<file path="src/hw/rtl/psfp_pkg.sv">
// Package for the particulate sensor frame parser.
// Holds the frame layout constants and the result record type.
// No dependencies; every module of the parser imports it.
package psfp_pkg;

  // Header bytes and frame layout
  localparam logic [7:0] HDR_FIRST    = 8'h42;
  localparam logic [7:0] HDR_SECOND   = 8'h4D;
  localparam int unsigned POS_W       = 5;
  localparam logic [POS_W-1:0] POS_HUNT   = 5'd0;
  localparam logic [POS_W-1:0] POS_HDR2   = 5'd1;
  localparam logic [POS_W-1:0] POS_BODY   = 5'd2;
  localparam logic [POS_W-1:0] POS_SUMEND = 5'd30;
  localparam logic [POS_W-1:0] POS_LAST   = 5'd31;
  localparam logic [POS_W-1:0] MASS_OFF_STD = 5'd4;
  localparam logic [POS_W-1:0] MASS_OFF_ATM = 5'd10;
  localparam logic [POS_W-1:0] COUNT_OFF    = 5'd16;

  // Captured words: three mass words, then six count words
  localparam int unsigned NUM_MASS  = 3;
  localparam int unsigned NUM_WORDS = 9;
  localparam int unsigned WORD_W    = 16;

  // Configuration register indexes
  localparam logic REG_ATM_SEL = 1'b0;

  typedef logic [WORD_W-1:0] word_t;

  typedef struct packed {
    logic                        checksum_ok;
    logic [NUM_WORDS*WORD_W-1:0] words;   // word 0 in the low bits
  } result_t;

endpackage

</file>
<file path="src/hw/rtl/particulate_sensor_frame_parser_top.sv">
// Top level of the particulate sensor frame parser.
// Holds the configuration register, the frame tracker and the output stage.
// Depends on psfp_pkg, psfp_frame and psfp_out_skid.
//
//   channel | direction | payload
//   in_     | stream in | tdata[7:0] rx_byte
//   out_    | stream out| tdata: nine 16-bit words, tuser: checksum_ok
//   cfg_    | APB slave | reg 0 at 0x0: atmospheric_select (bit 0)
//
// Each byte is taken in one cycle; a new byte may be taken every cycle.
// A result is registered into the output register from the last frame byte, or parked in the skid stage on a stall.
// The skid stage lets one more result queue; input stalls only when it is full.
// Reset is synchronous: header hunt restarts, atmospheric_select returns to 1.
module particulate_sensor_frame_parser_top (
  input  logic         clk,
  input  logic         rst_n,
  // Byte stream
  input  logic         in_tvalid,
  output logic         in_tready,
  input  logic [7:0]   in_tdata,     // [7:0] rx_byte
  // Result stream
  output logic         out_tvalid,
  input  logic         out_tready,
  output logic [143:0] out_tdata,    // pm1_mass, pm2_5_mass, pm10_mass, count_0_3um,
                                     // count_0_5um, count_1_0um, count_2_5um,
                                     // count_5_0um, count_10um (16 bits each, low first)
  output logic [0:0]   out_tuser,    // [0] checksum_ok
  // Configuration
  input  logic         cfg_psel,
  input  logic         cfg_penable,
  input  logic         cfg_pwrite,
  input  logic [2:0]   cfg_paddr,
  input  logic [31:0]  cfg_pwdata,
  output logic [31:0]  cfg_prdata,
  output logic         cfg_pready
);
  import psfp_pkg::*;

  logic    atm_sel_r;
  logic    byte_valid;
  logic    res_valid;
  result_t res;
  result_t out_res;
  logic    cfg_wr;

  assign cfg_pready = 1'b1;
  assign cfg_wr     = cfg_psel && cfg_penable && cfg_pwrite && cfg_pready;

  // Configuration register write
  always_ff @(posedge clk) begin
    if (!rst_n) begin
      atm_sel_r <= 1'b1;
    end else if (cfg_wr && cfg_paddr[2] == REG_ATM_SEL) begin
      atm_sel_r <= cfg_pwdata[0];
    end
  end

  // Register read-back
  assign cfg_prdata = (cfg_paddr[2] == REG_ATM_SEL) ? {31'd0, atm_sel_r} : 32'd0;

  assign byte_valid = in_tvalid && in_tready;

  psfp_frame u_frame (
    .clk        (clk),
    .rst_n      (rst_n),
    .byte_valid (byte_valid),
    .rx_byte    (in_tdata),
    .atm_sel    (atm_sel_r),
    .res_valid  (res_valid),
    .res        (res)
  );

  psfp_out_skid u_out (
    .clk        (clk),
    .rst_n      (rst_n),
    .push_valid (res_valid),
    .push_data  (res),
    .push_ready (in_tready),
    .out_valid  (out_tvalid),
    .out_ready  (out_tready),
    .out_data   (out_res)
  );

  assign out_tdata = out_res.words;
  assign out_tuser = out_res.checksum_ok;

endmodule

</file>
<file path="src/hw/rtl/psfp_frame.sv">
// Frame tracker for the particulate sensor frame parser.
// Hunts the header, counts frame bytes, sums and captures words per byte.
// Depends on psfp_pkg.
module psfp_frame (
  input  logic              clk,
  input  logic              rst_n,
  input  logic              byte_valid,
  input  logic [7:0]        rx_byte,
  input  logic              atm_sel,
  output logic              res_valid,
  output psfp_pkg::result_t res
);
  import psfp_pkg::*;

  logic [POS_W-1:0]  pos_r, pos_nxt;
  logic [WORD_W-1:0] sum_r, sum_nxt;
  logic [7:0]        hold_r, hold_nxt;
  word_t             words_r [NUM_WORDS];

  logic [POS_W-1:0]  off;
  logic [POS_W-1:0]  base;
  word_t             word;
  logic [NUM_WORDS-1:0] word_we;
  logic [WORD_W-1:0] sum_add;

  assign word    = {hold_r, rx_byte};
  assign off     = pos_r - 5'd1;
  assign base    = atm_sel ? MASS_OFF_ATM : MASS_OFF_STD;
  assign sum_add = sum_r + {8'd0, rx_byte};

  // Next position, sum and held high byte
  always_comb begin
    pos_nxt  = pos_r;
    sum_nxt  = sum_r;
    hold_nxt = hold_r;
    if (pos_r == POS_HUNT) begin
      if (rx_byte == HDR_FIRST) begin
        sum_nxt = {8'd0, rx_byte};
        pos_nxt = POS_HDR2;
      end
    end else if (pos_r == POS_HDR2) begin
      if (rx_byte == HDR_SECOND) begin
        sum_nxt = sum_add;
        pos_nxt = POS_BODY;
      end else if (rx_byte == HDR_FIRST) begin
        sum_nxt = {8'd0, rx_byte};
      end else begin
        pos_nxt = POS_HUNT;
      end
    end else begin
      if (pos_r < POS_SUMEND) sum_nxt = sum_add;
      if (!pos_r[0]) begin
        hold_nxt = rx_byte;
        pos_nxt  = pos_r + 5'd1;
      end else if (pos_r == POS_LAST) begin
        pos_nxt = POS_HUNT;
      end else begin
        pos_nxt = pos_r + 5'd1;
      end
    end
  end

  // Select the capture slot for a completed word
  always_comb begin
    for (int k = 0; k < NUM_WORDS; k++) begin
      if (k < NUM_MASS) begin
        word_we[k] = (off == base + POS_W'(2 * k));
      end else begin
        word_we[k] = (off == COUNT_OFF + POS_W'(2 * (k - NUM_MASS)));
      end
    end
    if (!(byte_valid && pos_r >= POS_BODY && pos_r[0] && pos_r != POS_LAST)) begin
      word_we = '0;
    end
  end

  // Advance control state on each transfer
  always_ff @(posedge clk) begin
    if (!rst_n) begin
      pos_r  <= POS_HUNT;
      sum_r  <= '0;
      hold_r <= '0;
    end else if (byte_valid) begin
      pos_r  <= pos_nxt;
      sum_r  <= sum_nxt;
      hold_r <= hold_nxt;
    end
  end

  // Capture words
  always_ff @(posedge clk) begin
    for (int k = 0; k < NUM_WORDS; k++) begin
      if (word_we[k]) words_r[k] <= word;
    end
  end

  // Report at the checksum word
  assign res_valid = byte_valid && (pos_r == POS_LAST);
  always_comb begin
    res.checksum_ok = (word == sum_r);
    for (int k = 0; k < NUM_WORDS; k++) begin
      res.words[k*WORD_W +: WORD_W] = words_r[k];
    end
  end

endmodule

</file>
<file path="src/hw/rtl/psfp_out_skid.sv">
// Result output register with a skid stage for the frame parser.
// Keeps the input side open while a result waits to be taken.
// Depends on psfp_pkg.
module psfp_out_skid (
  input  logic              clk,
  input  logic              rst_n,
  input  logic              push_valid,
  input  psfp_pkg::result_t push_data,
  output logic              push_ready,
  output logic              out_valid,
  input  logic              out_ready,
  output psfp_pkg::result_t out_data
);
  import psfp_pkg::*;

  logic    out_valid_r;
  logic    skid_valid_r;
  result_t out_data_r;
  result_t skid_data_r;
  logic    stall;

  assign stall      = out_valid_r && !out_ready;
  assign push_ready = !skid_valid_r;
  assign out_valid  = out_valid_r;
  assign out_data   = out_data_r;

  // Valid flags
  always_ff @(posedge clk) begin
    if (!rst_n) begin
      out_valid_r  <= 1'b0;
      skid_valid_r <= 1'b0;
    end else if (stall) begin
      if (push_valid) skid_valid_r <= 1'b1;
    end else begin
      out_valid_r  <= skid_valid_r || push_valid;
      skid_valid_r <= 1'b0;
    end
  end

  // Payload: park in skid on stall, else refill the output register
  always_ff @(posedge clk) begin
    if (stall) begin
      if (push_valid && !skid_valid_r) skid_data_r <= push_data;
    end else if (skid_valid_r) begin
      out_data_r <= skid_data_r;
    end else if (push_valid) begin
      out_data_r <= push_data;
    end
  end

endmodule
</file>
<file path="config.mk">
export PLATFORM = sky130hd
export DESIGN_NAME = particulate_sensor_frame_parser_top
export DESIGN_NICKNAME = d
export VERILOG_FILES = /design/src/hw/rtl/psfp_pkg.sv /design/src/hw/rtl/particulate_sensor_frame_parser_top.sv /design/src/hw/rtl/psfp_frame.sv /design/src/hw/rtl/psfp_out_skid.sv
export SDC_FILE = /design/constraint.sdc
export NUM_CORES = 1
export LEC_CHECK = 0
export ABC_AREA = 1
export BUFFER_PORTS_ARGS = -buffer_cell sky130_fd_sc_hd__buf_2
export CAP_MARGIN = 10
export CELL_PAD_IN_SITES_DETAIL_PLACEMENT = 0
export CELL_PAD_IN_SITES_GLOBAL_PLACEMENT = 1
export CORE_ASPECT_RATIO = 1.1
export CORE_UTILIZATION = 47
export DETAILED_ROUTE_END_ITERATION = 8
export GPL_TIMING_DRIVEN = 1
export HOLD_SLACK_MARGIN = 0.02
export PLACE_DENSITY = 0.76
export REMOVE_ABC_BUFFERS = 1
export SLEW_MARGIN = 20
export SYNTH_ARGS = -nofsm -noshare
export SYNTH_HDL_FRONTEND = slang
export SYNTH_SLANG_ARGS = --single-unit
</file>
<file path="constraint.sdc">
create_clock -name clk -period 11.78 [get_ports clk]
set_input_delay 2.356 -clock clk [delete_from_list [all_inputs] [get_ports clk]]
set_output_delay 2.356 -clock clk [all_outputs]
set_load 0.005 [all_outputs]
</file>
==> results of run 1 <==
flip-flops by register name (all words and copies together) (netlist names):
signal,flops
u_out.skid_data_r,145
atm_sel_r,1
u_out.out_data,145
u_frame.words_r,144
u_frame.sum_r,16
u_frame.pos_r,5
u_frame.hold_r,8
u_out.skid_valid_r,1
u_out.out_valid,1
worst max-delay path by stage:
stage	endpoint	slack, ns	depth (start not counted)
global placement	cfg_prdata[0]	6.77	3
floorplan	u_out.skid_data_r[0]	1.33	5
global route	cfg_prdata[0]	6.74	3
detailed placement	cfg_prdata[0]	6.76	3
finish	cfg_prdata[0]	6.76	3
CTS	cfg_prdata[0]	6.76	3
cell usage in the layout (no fill, tap or decap), types with 13 or more instances in the layout:
| cell type | instances |
|---|---|
| nand2_1 | 529 |
| edfxtp_1 | 434 |
| buf_2 | 164 |
| clkbuf_16 | 46 |
| inv_1 | 41 |
| nor2_1 | 39 |
| nand3_1 | 32 |
| conb_1 | 32 |
| dfxtp_1 | 31 |
| a21oi_1 | 24 |
| o21ai_0 | 17 |
| buf_4 | 17 |
| ha_1 | 13 |
critical path, delay by kind of cell:
| kind | cells | cell delay [ns] |
|---|---|---|
| buffers and inverters | 2 | 0.21 |
| and+or+nand+nor | 1 | 0.09 |
cell families after synthesis:
group | after synthesis | synth area share, %
AO/OA/AOI/OAI | 55 | 1.71
XOR/XNOR | 13 | 0.650
adder cells (fa/ha/maj) | 14 | 1.04
buffers and inverters | 120 | 3.43
flip-flops | 466 | 78.1
multiplexers | 2 | 0.114
other | 2 | 0.0429
AND/OR/NAND/NOR | 644 | 14.9
per-stage QoR:
stage	instance area [um^2]	setup slack (ns)
after floorplan	17200	1.33
after global placement	18800	6.77
after detailed placement	18800	6.76
after CTS	20200	6.76
after global routing	20300	6.74
final	20300	6.76
final cells by class:
cell class              count  area share [%]
repair buffers            183            4.91
inverters                  51           0.969
flip-flops and latches    466            67.4
clock buffers              59            6.02
multi-input cells         760            16.8
well taps                 487            3.00
clock inverters            27           0.895
power breakdown:
group,switching (W),internal [W],total (W)
Sequential,0.0000686,0.00186,0.00193
Clock,0.000602,0.000759,0.00136
Combinational,0.000253,0.000122,0.000375
Total,0.000923,0.00274,0.00366
per-layer routing:
layer  track usage [%]  up-vias  share of wire (%)
li1                  -     4824                  -
met3              2.64       57                4.3
met5                 0        -                  0
met2              31.0      246                 48
met1              27.1     4776                 45
met4              7.20        0                3.0
==> flow_summary.toml, run 1 <==
[clock_tree]
cts.clk_slew.worst_paths_ns = 0.06
h-tree-depth = 2
cts_tree = "yes"
cts.sinks = 466
post_cts_buffers = 0
post_cts_resized = 0
cts_buffer_depth = 3
hold_buffers = 0
numCtsBuffers = 46
root_buffer = "clkbuf_16"
clock_latency_ns = 0.56

[finish]
antenna_cells = 0
stdcell_count = 2033
syn2layout_area_growth_pct = 15.8
multi_input_area_um2 = 3400
n_fill_cell = 2969
seqCellArea_um2 = 13700
layout.nets = 1572
final_layout_size_suffix_gt1_share_pct = 18.8
post-route-util_pct = 55.6

[setup_path]
crit_top_cell = "buf_2"
start_kind = "input port"
crit_type = "in -> out"
rr_worst_depth = 10
ff2ff_setup_slack_ns = 8.77
max_stage_delay_ns = 0.11
worst_path_max_delay_cell = "buf_2"
path_max_fanout = 2
r2r-start = "u_frame.pos_r[0]"
critical_path_required_ns = 9.42
r2r-end = "u_frame.words_r[0][9]"
end_kind = "output port"
cp_cell_sequence = "buf_2, nor2_1, buf_2"
critPathArrivalTime_ns = 2.66
startpoint = "cfg_paddr[2]"

[synthesis]
synth.most_common_cell = "nand2_1"
ys_dominant_reg_cell = "edfxtp_1"
yosys-top-cells-area = "edfxtp_1, nand2_1, dfxtp_1, buf_4, nor2_1"
synth_seq_area_share_pct = 78.1
synth_top_cell_area_share_pct = 74.4
ys_warn_count = 0
syn_inst = 1316
yosysTopAreaCell = "edfxtp_1"
syn_area_per_cell_um2 = 13.3
post_synth_most_frequent_cells = "nand2_1, edfxtp_1, nor2_1, inv_1, buf_4"
synth-edff-count = 434
syn_area_um2 = 17500
async_flop_share_pct = 0
synth_seq_cells = 466
ys_types = 40

[power]
p_leak_nw = 7.79
ir_drop_mv = 0.0989
power_w = 0.00366
powerDensity_nw_per_um2 = 181

[timing]
fmax_ghz = 0.199
hold_viol = 0
tns_ns = 0
fin_crit_sh_pct = 42.6
worstMarginPinSlew_ns = 0.876
skew_ns = 0.0195
rsz0062_at_grt = "false"
setup_violations = 0
period_needed_ns = 5.02
slew_headroom_pct = 41.6
slew_violations = 0
whs_ns = 0.432

[worst_hold_path]
min_to = "u_out.skid_data_r[82]"
hp-start = "u_frame.words_r[0][82]"
hold_path_class = "reg -> reg"
hold_path_depth = 0

[drt]
wl_per_cell_um = 17.8
viasPerCell = 4.87
dr.first_iter.drc_count = 768
first_pass_iters = 5
drc_errors = 0
num_vias = 9903
final_antenna_net_count = 0
drt_wl_total_um = 36300

[die]
io_pins = 230
rows = 73
die_h_um = 204
initial_utilization_pct = 48.1
core_region_area_um2 = 36400
fp.dieW_um = 186
die_area_um2 = 38000

[global_route]
grt_max_degree = 96
grt_overflow = 0
grt_pass1_wl_um = 54800
grt_antenna_before_repair = 0
grt_usage_pct = 19.4
grt_pass1_vias = 9468

[run]
max_cap_viol_count = 0

[status]
status = "complete, no violations"

[place]
dp_hpwl_um = 21800
port_buffers = 164
dp_cells = 1945
gp_congestion = 0.837
No activity file was read; power rests on OpenSTA's default activity.
==> run 2, diff against run 1 <==
--- a/config.mk
+++ b/config.mk
@@ -5,17 +5,17 @@
 export SDC_FILE = /design/constraint.sdc
 export NUM_CORES = 1
 export LEC_CHECK = 0
-export ABC_AREA = 1
+export ABC_AREA = 0
 export BUFFER_PORTS_ARGS = -buffer_cell sky130_fd_sc_hd__buf_2
 export CAP_MARGIN = 10
 export CELL_PAD_IN_SITES_DETAIL_PLACEMENT = 0
 export CELL_PAD_IN_SITES_GLOBAL_PLACEMENT = 1
 export CORE_ASPECT_RATIO = 1.1
-export CORE_UTILIZATION = 47
+export CORE_UTILIZATION = 44
 export DETAILED_ROUTE_END_ITERATION = 8
 export GPL_TIMING_DRIVEN = 1
 export HOLD_SLACK_MARGIN = 0.02
-export PLACE_DENSITY = 0.76
+export PLACE_DENSITY = 0.72
 export REMOVE_ABC_BUFFERS = 1
 export SLEW_MARGIN = 20
 export SYNTH_ARGS = -nofsm -noshare
==> constraint.sdc (replaced) <==
create_clock -name clk -period 4.3 [get_ports clk]
set_input_delay 0.86 -clock clk [delete_from_list [all_inputs] [get_ports clk]]
set_output_delay 0.86 -clock clk [all_outputs]
set_load 0.005 [all_outputs]
==> flow_summary.toml, run 2 <==
[timing]
rsz0062_at_grt = "false"
slew_headroom_pct = 34.4
fmax_ghz = 0.309
setup_violations = 0
fin_crit_sh_pct = 75.1
slew_violations = 0
skew_ns = 0.0172
whs_ns = 0.444
hold_viol = 0
period_needed_ns = 3.23
worstMarginPinSlew_ns = 0.984

[clock_tree]
cts.sinks = 466
numCtsBuffers = 45
cts_tree = "yes"
post_cts_resized = 0
clock_latency_ns = 0.55
h-tree-depth = 2
post_cts_buffers = 0
root_buffer = "clkbuf_16"
cts_buffer_depth = 3
hold_buffers = 0
cts.clk_slew.worst_paths_ns = 0.06

[setup_path]
critical_path_required_ns = 4.54
crit_type = "reg -> reg"
ff2ff_setup_slack_ns = 1.07
start_kind = "register"
path_max_fanout = 9
critPathArrivalTime_ns = 3.47
end_kind = "register"

[finish]
stdcell_count = 1648
antenna_cells = 0
layout_common_cells = "edfxtp_1, buf_2, mux2_2"
final_layout_size_suffix_gt1_share_pct = 36.1
final_common_cell = "edfxtp_1"
layout.nets = 1176
postLayoutCellArea_um2 = 20300
n_fill_cell = 3068
syn2layout_area_growth_pct = 17.5

[synthesis]
post_synth_most_frequent_cells = "edfxtp_1, mux2_2, buf_4, dfxtp_1, nand2_1"
synth.most_common_cell = "edfxtp_1"
syn_inst = 911
synth-edff-count = 434
ys_warn_count = 0
ys_dominant_reg_cell = "edfxtp_1"
synth_seq_area_share_pct = 79.3
async_flop_share_pct = 0
synth_seq_cells = 466
yosysTopAreaCell = "edfxtp_1"
yosys-top-cells-area = "edfxtp_1, mux2_2, dfxtp_1, buf_4, ha_1"
syn_area_per_cell_um2 = 18.9
synth_top_cell_area_share_pct = 75.6
syn_area_um2 = 17200
ys_types = 57

[global_route]
grt_usage_pct = 16.4
grt_use_met3_pct = 2.68
grt_overflow = 0
grt_pass1_wl_um = 48900
grt_antenna_before_repair = 0
use_met1_pct = 21.9
grt_util_met2_pct = 26.8
grt_max_degree = 146
grt_pass1_vias = 8210
busiest_layer = "met2"

[place]
placed_cell_area_um2 = 18700
port_buffers = 164
gp_congestion = 0.874
dp_hpwl_um = 19700
dp_cells = 1564

[die]
die_h_um = 210
core_region_area_um2 = 38400
die_area_um2 = 40000
fp.dieW_um = 191
io_pins = 230
initial_utilization_pct = 44.9
rows = 75

[drt]
viasPerCell = 5.11
first_pass_iters = 4
dr.first_iter.drc_count = 641
num_vias = 8416
drc_errors = 0
drt_wl_total_um = 33200
wl_per_cell_um = 20.1
final_antenna_net_count = 0

[run]
max_cap_viol_count = 0

[power]
p_leak_nw = 7.01
powerDensity_nw_per_um2 = 445
ir_drop_mv = 0.311

[worst_hold_path]
hold_path_class = "reg -> reg"

[status]
status = "complete, no violations"
==> run 2: cell count changes after synthesis, moves of 5 or more <==
| cell | change |
|---|---|
| nor2b_1 | +5 |
| nand2_1 | -498 |
| inv_2 | -8 |
| mux2_2 | +145 |
| inv_1 | -35 |
| o21ai_0 | -6 |
| a21oi_1 | -5 |
| mux2i_1 | +10 |
| clkbuf_1 | -10 |
| and3_1 | +6 |
| nor2_1 | -27 |
| nand3_1 | -19 |
| nor3_1 | +8 |
==> run 2: cells by family (layout without fill, tap and decap cells) <==
family	Yosys count	after routing	share of synthesized area (%)
buf+inv	65	272	2.14
other cells	2	32	0.0436
simple gates	127	127	3.94
mux	157	157	10.2
flops	466	466	79.3
xor+xnor	17	17	0.864
compound gates	63	63	2.49
fa+ha+maj	14	14	1.06
==> run 2: worst max-delay path: stages, from the launching register on <==
cell	delay, ns
dfxtp_1	0.47
inv_1	0.18
ha_1	0.36
xnor2_1	0.70
nand4b_1	0.27
a21oi_4	0.57
buf_4	0.35
==> run 2: area by class of cell <==
type	instances	area (um^2)	area share, %
clock buffers	56	1210	5.97
clock inverters	27	324	1.60
inverters	7	26.3	0.130
multi-input cells	410	3380	16.7
flip-flops and latches	466	13700	67.5
well taps	500	626	3.09
repair buffers	182	1010	5.00
==> run 2: path summary, 6_finish.rpt <==
check	endpoint	from	cells past startpoint
worst max-delay path	u_frame.words_r[0][13]	u_frame.pos_r[0]	6
worst min-delay path	u_out.skid_data_r[115]	u_frame.words_r[0][115]	0
worst max register to register	u_frame.words_r[0][13]	u_frame.pos_r[0]	6
worst min register to register	u_out.skid_data_r[115]	u_frame.words_r[0][115]	0
==> run 2: per-layer routing <==
| metal | routed length, um | vias up |
|---|---|---|
| met5 | 0 | - |
| met4 | 1080 | 0 |
| met3 | 1440 | 55 |
| met2 | 16200 | 216 |
| met1 | 14400 | 4239 |
| li1 | - | 3906 |
==> run 2: stage by stage <==
step	TNS [ns]	utilization [%]	total power (W)	setup slack, ns
final	0	52.8	0.00902	1.07
after global routing	0	52.8	0.00929	0.878
after CTS	0	52.7	0.00912	1.07
after detailed placement	0	48.7	0.00506	1.07
after global placement	0	48.7	0.00506	1.10
after floorplan	-1367.90	-	0.00502	-6.26
==> run 2: power breakdown <==
part           internal (W)  leakage [nW]  switching, W
Clock               0.00243         0.746       0.00163
Combinational     0.0000176          2.04     0.0000517
Sequential          0.00489          4.22    0.00000127
